[config.mk]
export PLATFORM = sky130hd
export DESIGN_NAME = csrs3d_scan
export DESIGN_NICKNAME = d
export VERILOG_FILES = /design/src/rtl/csrs3d_pkg.sv /design/src/rtl/csrs3d_scan.sv
export SDC_FILE = /design/constraint.sdc
export NUM_CORES = 1
export LEC_CHECK = 0
export BUFFER_PORTS_ARGS = -buffer_cell sky130_fd_sc_hd__buf_2
export CORE_AREA = 2 2 221 223
export CTS_BUF_LIST = sky130_fd_sc_hd__clkbuf_16
export CTS_CLUSTER_DIAMETER = 40
export DETAILED_ROUTE_END_ITERATION = 10
export DIE_AREA = 0 0 223 225
export GPL_TIMING_DRIVEN = 0
export SYNTH_ARGS = -nofsm -noshare
export SYNTH_HDL_FRONTEND = slang
export SYNTH_SLANG_ARGS = --single-unit
[constraint.sdc]
create_clock -name i_clk -period 8.1 [get_ports i_clk]
set_input_delay 2.43 -clock i_clk [delete_from_list [all_inputs] [get_ports i_clk]]
set_output_delay 2.43 -clock i_clk [all_outputs]
set_load 0.005 [all_outputs]
[src/rtl/csrs3d_pkg.sv]
// shared types, constants and helper functions of the strain-rate stencil
package csrs3d_pkg;

    // grid limits and fixed-point format
    localparam int MAX_CELLS_X = 128;
    localparam int MAX_CELLS_Y = 128;
    localparam int FRAC_BITS   = 12;
    localparam int OFFDIAG_SHIFT = 3;   // four spacings and one half: divide by eight
    localparam int MIN_DIM     = 3;

    // field widths
    localparam int VEL_W   = 24;
    localparam int INV_W   = 24;
    localparam int OUT_W   = 32;
    localparam int CXR_W   = 8;
    localparam int CZR_W   = 16;
    localparam int CFG_W   = 24;
    localparam int IDX_COL_W   = 7;
    localparam int IDX_ROW_W   = 7;
    localparam int IDX_PLANE_W = 16;

    // position and store geometry
    localparam int COL_W  = $clog2(MAX_CELLS_X);
    localparam int ROW_W  = $clog2(MAX_CELLS_Y);
    localparam int DIMX_W = $clog2(MAX_CELLS_X + 1);
    localparam int DIMY_W = $clog2(MAX_CELLS_Y + 1);
    localparam int PLANE_CELLS = MAX_CELLS_X * MAX_CELLS_Y;
    localparam int STORE_DEPTH = 3 * PLANE_CELLS;
    localparam int ADDR_W = $clog2(STORE_DEPTH);

    // read ports: three velocity components, ten reads each, two per memory
    localparam int N_COMP = 3;
    localparam int N_RD   = 10;
    localparam int N_PAIR = N_RD / 2;

    // datapath widths
    localparam int SUM_W  = VEL_W + 2;
    localparam int MUL_W  = INV_W + 1;
    localparam int PROD_W = SUM_W + MUL_W;
    localparam int RND_W  = PROD_W + 2;
    localparam int N_TERM = 9;

    typedef enum logic [2:0] {
        CFG_INV_X   = 3'd0,
        CFG_INV_Y   = 3'd1,
        CFG_INV_Z   = 3'd2,
        CFG_CELLS_X = 3'd3,
        CFG_CELLS_Y = 3'd4,
        CFG_CELLS_Z = 3'd5
    } t_cfg_idx;

    typedef struct packed {
        logic                                       hit;
        logic [ADDR_W-1:0]                          wr_addr;
        logic [N_COMP-1:0][N_RD-1:0][ADDR_W-1:0]    rd_addr;
        logic [IDX_COL_W-1:0]                       col;
        logic [IDX_ROW_W-1:0]                       row;
        logic [IDX_PLANE_W-1:0]                     plane;
    } t_scan;

    typedef struct packed {
        logic s2;
        logic s3;
        logic s4;
    } t_pipe_en;

    // first declared field sits in the highest bits: cell_plane on top, strain_xx lowest
    typedef struct packed {
        logic [IDX_PLANE_W-1:0] cell_plane;
        logic [IDX_ROW_W-1:0]   cell_row;
        logic [IDX_COL_W-1:0]   cell_col;
        logic [OUT_W-1:0]       strain_xy;
        logic [OUT_W-1:0]       strain_xz;
        logic [OUT_W-1:0]       strain_yz;
        logic [OUT_W-1:0]       strain_zz;
        logic [OUT_W-1:0]       strain_yy;
        logic [OUT_W-1:0]       strain_xx;
    } t_result;

    function automatic logic [ADDR_W-1:0] store_addr(input logic [1:0] slot,
                                                     input logic [ROW_W-1:0] row,
                                                     input logic [COL_W-1:0] col);
        return ADDR_W'(32'(slot) * PLANE_CELLS + 32'(row) * MAX_CELLS_X + 32'(col));
    endfunction

    function automatic logic signed [SUM_W-1:0] sx(input logic [VEL_W-1:0] v);
        return SUM_W'(signed'(v));
    endfunction

    // round to nearest with ties up after dropping s bits, then saturate
    function automatic logic [OUT_W-1:0] round_sat(input logic signed [RND_W-1:0] v,
                                                   input int unsigned s);
        logic signed [RND_W-1:0] r;
        logic signed [RND_W-1:0] q;
        r = v + (RND_W'(1) << (s - 1));
        q = r >>> s;
        if ((&q[RND_W-1:OUT_W-1]) || !(|q[RND_W-1:OUT_W-1])) begin
            return q[OUT_W-1:0];
        end else if (q[RND_W-1]) begin
            return {1'b1, {(OUT_W-1){1'b0}}};
        end else begin
            return {1'b0, {(OUT_W-1){1'b1}}};
        end
    endfunction

endpackage

[src/rtl/csrs3d_scan.sv]
// raster position counters, interior test and window store addressing
module csrs3d_scan (
    input  logic                         i_clk,
    input  logic                         i_rst_n,
    input  logic                         i_advance,
    input  logic [csrs3d_pkg::CXR_W-1:0] i_cells_x,
    input  logic [csrs3d_pkg::CXR_W-1:0] i_cells_y,
    input  logic [csrs3d_pkg::CZR_W-1:0] i_cells_z,
    output csrs3d_pkg::t_scan            o_scan
);
    import csrs3d_pkg::*;

    logic [COL_W-1:0] r_pos_x, n_pos_x;
    logic [ROW_W-1:0] r_pos_y, n_pos_y;
    logic [CZR_W-1:0] r_pos_z, n_pos_z;
    logic [1:0]       r_slot, n_slot;     // pos_z mod 3

    logic [DIMX_W-1:0] dim_x;
    logic [DIMY_W-1:0] dim_y;
    logic [CZR_W-1:0]  dim_z;
    logic [1:0]        slot_1;
    logic [1:0]        slot_0;
    logic [ROW_W-1:0]  row_p, row_j, row_m;
    logic [COL_W-1:0]  col_i, col_p, col_m;

    // grid size clamped to the supported range
    always_comb begin
        if (32'(i_cells_x) < MIN_DIM) begin
            dim_x = DIMX_W'(MIN_DIM);
        end else if (32'(i_cells_x) > MAX_CELLS_X) begin
            dim_x = DIMX_W'(MAX_CELLS_X);
        end else begin
            dim_x = DIMX_W'(i_cells_x);
        end
        if (32'(i_cells_y) < MIN_DIM) begin
            dim_y = DIMY_W'(MIN_DIM);
        end else if (32'(i_cells_y) > MAX_CELLS_Y) begin
            dim_y = DIMY_W'(MAX_CELLS_Y);
        end else begin
            dim_y = DIMY_W'(i_cells_y);
        end
        if (32'(i_cells_z) < MIN_DIM) begin
            dim_z = CZR_W'(MIN_DIM);
        end else begin
            dim_z = i_cells_z;
        end
    end

    // advance in raster order, wrapping at the end of the grid
    always_comb begin
        n_pos_x = r_pos_x;
        n_pos_y = r_pos_y;
        n_pos_z = r_pos_z;
        n_slot  = r_slot;
        if (i_advance) begin
            if (32'(r_pos_x) + 1 >= 32'(dim_x)) begin
                n_pos_x = '0;
                if (32'(r_pos_y) + 1 >= 32'(dim_y)) begin
                    n_pos_y = '0;
                    if (32'(r_pos_z) + 1 >= 32'(dim_z)) begin
                        n_pos_z = '0;
                        n_slot  = 2'd0;
                    end else begin
                        n_pos_z = r_pos_z + 1'b1;
                        n_slot  = (r_slot == 2'd2) ? 2'd0 : r_slot + 2'd1;
                    end
                end else begin
                    n_pos_y = r_pos_y + 1'b1;
                end
            end else begin
                n_pos_x = r_pos_x + 1'b1;
            end
        end
    end

    always_ff @(posedge i_clk) begin
        if (!i_rst_n) begin
            r_pos_x <= '0;
            r_pos_y <= '0;
            r_pos_z <= '0;
            r_slot  <= 2'd0;
        end else begin
            r_pos_x <= n_pos_x;
            r_pos_y <= n_pos_y;
            r_pos_z <= n_pos_z;
            r_slot  <= n_slot;
        end
    end

    // slot_1 holds the previous plane, slot_0 the one before
    assign slot_1 = (r_slot == 2'd0) ? 2'd2 : r_slot - 2'd1;
    assign slot_0 = (r_slot == 2'd2) ? 2'd0 : r_slot + 2'd1;
    assign row_p  = r_pos_y;
    assign row_j  = r_pos_y - 1'b1;
    assign row_m  = r_pos_y - 2'd2;
    assign col_i  = r_pos_x;
    assign col_p  = r_pos_x + 1'b1;
    assign col_m  = r_pos_x - 1'b1;

    always_comb begin
        o_scan.hit = (r_pos_x != '0)
                   && (32'(r_pos_x) + 2 <= 32'(dim_x))
                   && (32'(r_pos_y) >= 2) && (32'(r_pos_y) + 1 <= 32'(dim_y))
                   && (32'(r_pos_z) >= 2) && (32'(r_pos_z) + 1 <= 32'(dim_z));
        o_scan.wr_addr = store_addr(r_slot, row_p, col_i);
        o_scan.col     = IDX_COL_W'(r_pos_x);
        o_scan.row     = IDX_ROW_W'(row_j);
        o_scan.plane   = r_pos_z - 1'b1;

        // x velocity faces
        o_scan.rd_addr[0][0] = store_addr(slot_1, row_j, col_p);
        o_scan.rd_addr[0][1] = store_addr(slot_1, row_j, col_i);
        o_scan.rd_addr[0][2] = store_addr(slot_1, row_p, col_i);
        o_scan.rd_addr[0][3] = store_addr(slot_1, row_p, col_p);
        o_scan.rd_addr[0][4] = store_addr(slot_1, row_m, col_i);
        o_scan.rd_addr[0][5] = store_addr(slot_1, row_m, col_p);
        o_scan.rd_addr[0][6] = store_addr(r_slot, row_j, col_i);
        o_scan.rd_addr[0][7] = store_addr(r_slot, row_j, col_p);
        o_scan.rd_addr[0][8] = store_addr(slot_0, row_j, col_i);
        o_scan.rd_addr[0][9] = store_addr(slot_0, row_j, col_p);
        // y velocity faces, last port spare
        o_scan.rd_addr[1][0] = store_addr(slot_1, row_p, col_i);
        o_scan.rd_addr[1][1] = store_addr(slot_1, row_j, col_i);
        o_scan.rd_addr[1][2] = store_addr(slot_1, row_j, col_p);
        o_scan.rd_addr[1][3] = store_addr(slot_1, row_p, col_p);
        o_scan.rd_addr[1][4] = store_addr(slot_1, row_j, col_m);
        o_scan.rd_addr[1][5] = store_addr(slot_1, row_p, col_m);
        o_scan.rd_addr[1][6] = store_addr(r_slot, row_j, col_i);
        o_scan.rd_addr[1][7] = store_addr(slot_0, row_j, col_i);
        o_scan.rd_addr[1][8] = store_addr(slot_0, row_p, col_i);
        o_scan.rd_addr[1][9] = store_addr(slot_1, row_p, col_i);
        // z velocity faces, last port spare
        o_scan.rd_addr[2][0] = store_addr(r_slot, row_j, col_i);
        o_scan.rd_addr[2][1] = store_addr(r_slot, row_j, col_p);
        o_scan.rd_addr[2][2] = store_addr(r_slot, row_j, col_m);
        o_scan.rd_addr[2][3] = store_addr(r_slot, row_m, col_i);
        o_scan.rd_addr[2][4] = store_addr(slot_1, row_j, col_i);
        o_scan.rd_addr[2][5] = store_addr(slot_1, row_p, col_i);
        o_scan.rd_addr[2][6] = store_addr(slot_1, row_m, col_i);
        o_scan.rd_addr[2][7] = store_addr(slot_1, row_j, col_p);
        o_scan.rd_addr[2][8] = store_addr(slot_1, row_j, col_m);
        o_scan.rd_addr[2][9] = store_addr(r_slot, row_j, col_i);
    end

endmodule

==> summary.md <==
### Status
* **run status** complete, no violations

### GRT
* **vias in the first global route** 5900
* **total global-route track usage** 9.34%
* **pin count of the biggest net entering global routing** 27
* **global routing met3 resource utilization** 1.67%
* **met1 usage** 11.9%
* **busiest layer in global routing** met2
* **antenna violations before repair** 2
* **GR Overflow Total** 0
* **GR met2 Demand/Resource** 16.8%
* **global-route wire length before repair** 36400 um

### CTS
* **Max clock buf depth** 2
* **Worst-path clk slew** 0.07 ns
* **TritonCTS buffer count** 5
* **clk sink count** 32
* **quantity of hold-fixing buffers added after cts** 0
* **insertion delay to the later sink of the worst-skew pair** 0.29 ns
* **CTS tree** yes
* **post-CTS sizing** 0
* **Setup Buffers After CTS** 0
* **Clock Tree Root** sky130_fd_sc_hd__clkbuf_16
* **number of levels in the clock H-tree** 2

### Worst setup path
* **Slowest-stage cell, CP** sky130_fd_sc_hd__or4_1
* **startpoint type of the worst setup path** input pin
* **RR Endpoint** r_pos_z[1]
* **worst reg2reg setup slack** 3.63 ns
* **list of cells traversed by the critical path** buf_2 -> nor4_1 -> a41oi_1 -> ha_1 -> nand4b_1 -> nand3_1 -> a221oi_2 -> nor3b_1 -> or4_1 -> a221oi_2 -> buf_2
* **Setup crit start** i_cells_z[4]
* **critical path class** input pin to output pin
* **data arrival time of the critical path** 5.14 ns
* **highest cell delay on the worst timing path** 0.59 ns
* **number of cells on the critical path** 11
* **required time worst endpoint** 5.67 ns
* **buffering stage count on the worst path with inverters included** 2
* **reg-to-reg critical path startpoint** col_i[1]
* **critical path peak fanout** 3
* **cell family with most CP delay** simple AND/OR/NAND/NOR gates
* **number of cells on the worst reg-to-reg path** 12
* **Setup crit end kind** output pin

### Die
* **Core Region** 47500 um^2
* **Die ar.** 50200 um^2
* **die outline width** 223 um
* **effective utilization at floorplan** 15.4%
* **Ports** 562
* **row count** 80
* **die height** 225 um

### Finish
* **post-route cell area** 11200 um^2
* **FILL cells** 5324
* **count of nets after finishing** 1633
* **Post-Route Utilization** 23.5%
* **filler-free cell count of the finished design** 2156
* **fraction of final layout cells with drive strength greater than 1** 69.4%
* **area grow syn2layout** 52.6%
* **antenna diode instance count** 0

### Drt
* **via count** 7352
* **final routed wire length divided by cell count** 12.2 um
* **Post-Route WL** 26200 um
* **number of DRC violations after detailed routing** 0
* **number of violations reported at the end of detailed-routing iteration 0** 235
* **vias per inst** 3.41
* **post-detailed-route count of antenna-violating nets** 0
* **number of detailed-route iterations in the first pass** 4

### STA
* **final setup fails** 0
* **Slew Limit Headroom** 20.4%
* **smallest hold slack** 0.621 ns
* **final hold violation count** 0
* **Max Clock Skew** 0.00983 ns
* **setup repair after global routing missed its margin** no
* **measured slew at the worst slew-check pin** 1.16 ns
* **Setup WS post-layout** 0.535 ns
* **clock period minus final worst setup slack** 7.57 ns
* **number of max-slew violations in the final report** 0
* **Setup Total Neg Slack** 0 ns
* **maximum frequency from static timing analysis** 132 MHz
* **portion of the clock cycle consumed by the worst path in the final layout** 93.4%

### Place
* **total placed cells including tap cells** 2148
* **Post-DP HPWL** 22000 um
* **area of placed instances** 11000 um^2
* **number of port buffers** 561
* **worst setup slack before clock tree synthesis** 0.501 ns
* **GPL Wtd Cong** 0.776

### Pwr
* **power density cells** 75.7 nW/um^2
* **total power** 0.845 mW
* **Max IR drop VDD** 0.0851 mV
* **static power due to leakage** 6.54 nW

### Yosys
* **synthesized net count** 1062
* **number of enable-type register cells in the synthesized netlist** 0
* **Synth top area share** 47.9%
* **largest area contributor in the synthesized netlist** sky130_fd_sc_hd__buf_4
* **count of state elements after synthesis** 32
* **sequential-to-total area share from yosys stat** 8.76%
* **ys async rst share** 0%
* **synthesized cell area** 7320 um^2
* **number of distinct library cell variants in the gate-level netlist after synthesis** 52
* **cells taking the most area after synthesis** sky130_fd_sc_hd__buf_4 (48%), sky130_fd_sc_hd__ha_1 (9.9%), sky130_fd_sc_hd__dfxtp_1 (8.8%)
* **Post-Syn Area per Cell** 7.55 um^2
* **cell count after synthesis** 969
* **most instantiated flip-flop cell in the synthesis netlist** sky130_fd_sc_hd__dfxtp_1
* **yosys warns** 0

### Job
* **Max Cap Violations** 0

### Worst hold path
* **worst hold path endpoint** r_pos_z[8]
* **worst hold-check path type** flip-flop to flip-flop
* **Hold Startpoint** r_pos_z[8]
* **number of cells on the worst hold path** 3

-- worst min-delay path, cell delays in order, from the launching register on --
cell and delay (ns):
sky130_fd_sc_hd__dfxtp_1 0.30, sky130_fd_sc_hd__buf_4 0.17, sky130_fd_sc_hd__nand2_1 0.06, sky130_fd_sc_hd__a21boi_1 0.05
-- synthesized netlist by cell type, types with 2 or more instances --
cell type / number
sky130_fd_sc_hd__nand4b_1: 2
sky130_fd_sc_hd__nor2b_1: 9
sky130_fd_sc_hd__and3_1: 4
sky130_fd_sc_hd__or3_1: 2
sky130_fd_sc_hd__buf_2: 10
sky130_fd_sc_hd__nor4_1: 14
sky130_fd_sc_hd__a221o_1: 12
sky130_fd_sc_hd__a221oi_2: 3
sky130_fd_sc_hd__inv_1: 33
sky130_fd_sc_hd__nand2b_1: 8
sky130_fd_sc_hd__nor2_1: 41
sky130_fd_sc_hd__and2_1: 5
sky130_fd_sc_hd__or2_2: 2
sky130_fd_sc_hd__nand2_1: 51
sky130_fd_sc_hd__or4_1: 3
sky130_fd_sc_hd__nor4b_1: 4
sky130_fd_sc_hd__buf_4: 467
sky130_fd_sc_hd__ha_1: 58
sky130_fd_sc_hd__nand3_1: 22
sky130_fd_sc_hd__xor2_1: 28
sky130_fd_sc_hd__a21o_1: 8
sky130_fd_sc_hd__nand4_1: 20
sky130_fd_sc_hd__buf_1: 2
sky130_fd_sc_hd__buf_6: 3
sky130_fd_sc_hd__xnor2_1: 27
sky130_fd_sc_hd__a21boi_1: 5
sky130_fd_sc_hd__a22oi_1: 4
sky130_fd_sc_hd__nor3_1: 22
sky130_fd_sc_hd__a21boi_0: 9
sky130_fd_sc_hd__a21oi_1: 12
sky130_fd_sc_hd__clkbuf_1: 17
sky130_fd_sc_hd__dfxtp_1: 32
sky130_fd_sc_hd__o21ai_1: 4
sky130_fd_sc_hd__o21ai_0: 8
-- metal layers --
layer,part of all wire (%),up-vias
met5,0.069,-
met4,0.43,4
met3,6.0,12
met2,50,254
met1,43,3222
li1,-,3860
-- power by group --
part | internal (mW) | switching (mW) | leakage (nW)
sequential | 0.165 | 0.0104 | 0.259
clock | 0.146 | 0.0863 | 0.0804
combinational | 0.236 | 0.201 | 6.20
-- cell usage in the layout, fill, tap and decap left out, types with 3 or more instances in the layout --
cell type and instances:
sky130_fd_sc_hd__buf_6 3, sky130_fd_sc_hd__o21ai_0 8, sky130_fd_sc_hd__xnor2_2 5, sky130_fd_sc_hd__buf_2 571
sky130_fd_sc_hd__a21boi_1 5, sky130_fd_sc_hd__a21oi_1 12, sky130_fd_sc_hd__o21ai_1 4, sky130_fd_sc_hd__nor2_1 41
sky130_fd_sc_hd__nand2b_1 8, sky130_fd_sc_hd__nand3_1 22, sky130_fd_sc_hd__or4_1 3, sky130_fd_sc_hd__clkbuf_1 17
sky130_fd_sc_hd__nor4_1 14, sky130_fd_sc_hd__xnor2_1 22, sky130_fd_sc_hd__nand2_1 51, sky130_fd_sc_hd__nor4b_1 4
sky130_fd_sc_hd__inv_1 33, sky130_fd_sc_hd__nor3_1 22, sky130_fd_sc_hd__a221oi_2 3, sky130_fd_sc_hd__and3_1 4
sky130_fd_sc_hd__clkbuf_16 5, sky130_fd_sc_hd__and2_1 5, sky130_fd_sc_hd__ha_1 58, sky130_fd_sc_hd__nand4_1 20
sky130_fd_sc_hd__nor2b_1 9, sky130_fd_sc_hd__xor2_1 26, sky130_fd_sc_hd__a21o_1 8, sky130_fd_sc_hd__buf_4 467
sky130_fd_sc_hd__a21boi_0 9, sky130_fd_sc_hd__a221o_1 12, sky130_fd_sc_hd__buf_8 3, sky130_fd_sc_hd__dfxtp_1 32
sky130_fd_sc_hd__a22oi_1 4
-- cells by family after synthesis --
group,share of synthesized area (%)
flip-flops,8.76
XOR/XNOR,6.58
buffers and inverters,51.7
AO/OA/AOI/OAI,7.77
adder cells (fa/ha/maj),9.92
multiplexers,0.137
AND/OR/NAND/NOR,15.1
-- area by class of cell --
| class | count | area (um^2) | area share (%) |
|---|---|---|---|
| Buffer | 499 | 3660 | 32.8 |
| Multi-Input combinational cell | 405 | 2940 | 26.4 |
| Timing Repair Buffer | 564 | 2850 | 25.6 |
| Tap cell | 615 | 769 | 6.89 |
| Sequential cell | 32 | 641 | 5.74 |
| Clock buffer | 5 | 125 | 1.12 |
| Inverter | 33 | 124 | 1.11 |
| Clock inverter | 3 | 46.3 | 0.415 |
-- sequential cells by signal (all words and copies together), names as in the netlist --
| name | count |
|---|---|
| col_i | 7 |
| r_pos_y | 7 |
| r_pos_z | 16 |
| r_slot | 2 |
-- worst max path at each step --
stage | end | slack (ns)
finish | o_scan[526] | 0.53
global route | o_scan[526] | 0.31
CTS | o_scan[526] | 0.49
detailed placement | o_scan[526] | 0.50
global placement | o_scan[526] | 0.57
floorplan | o_scan[526] | 1.20
Power figures use the tool's default switching activity.
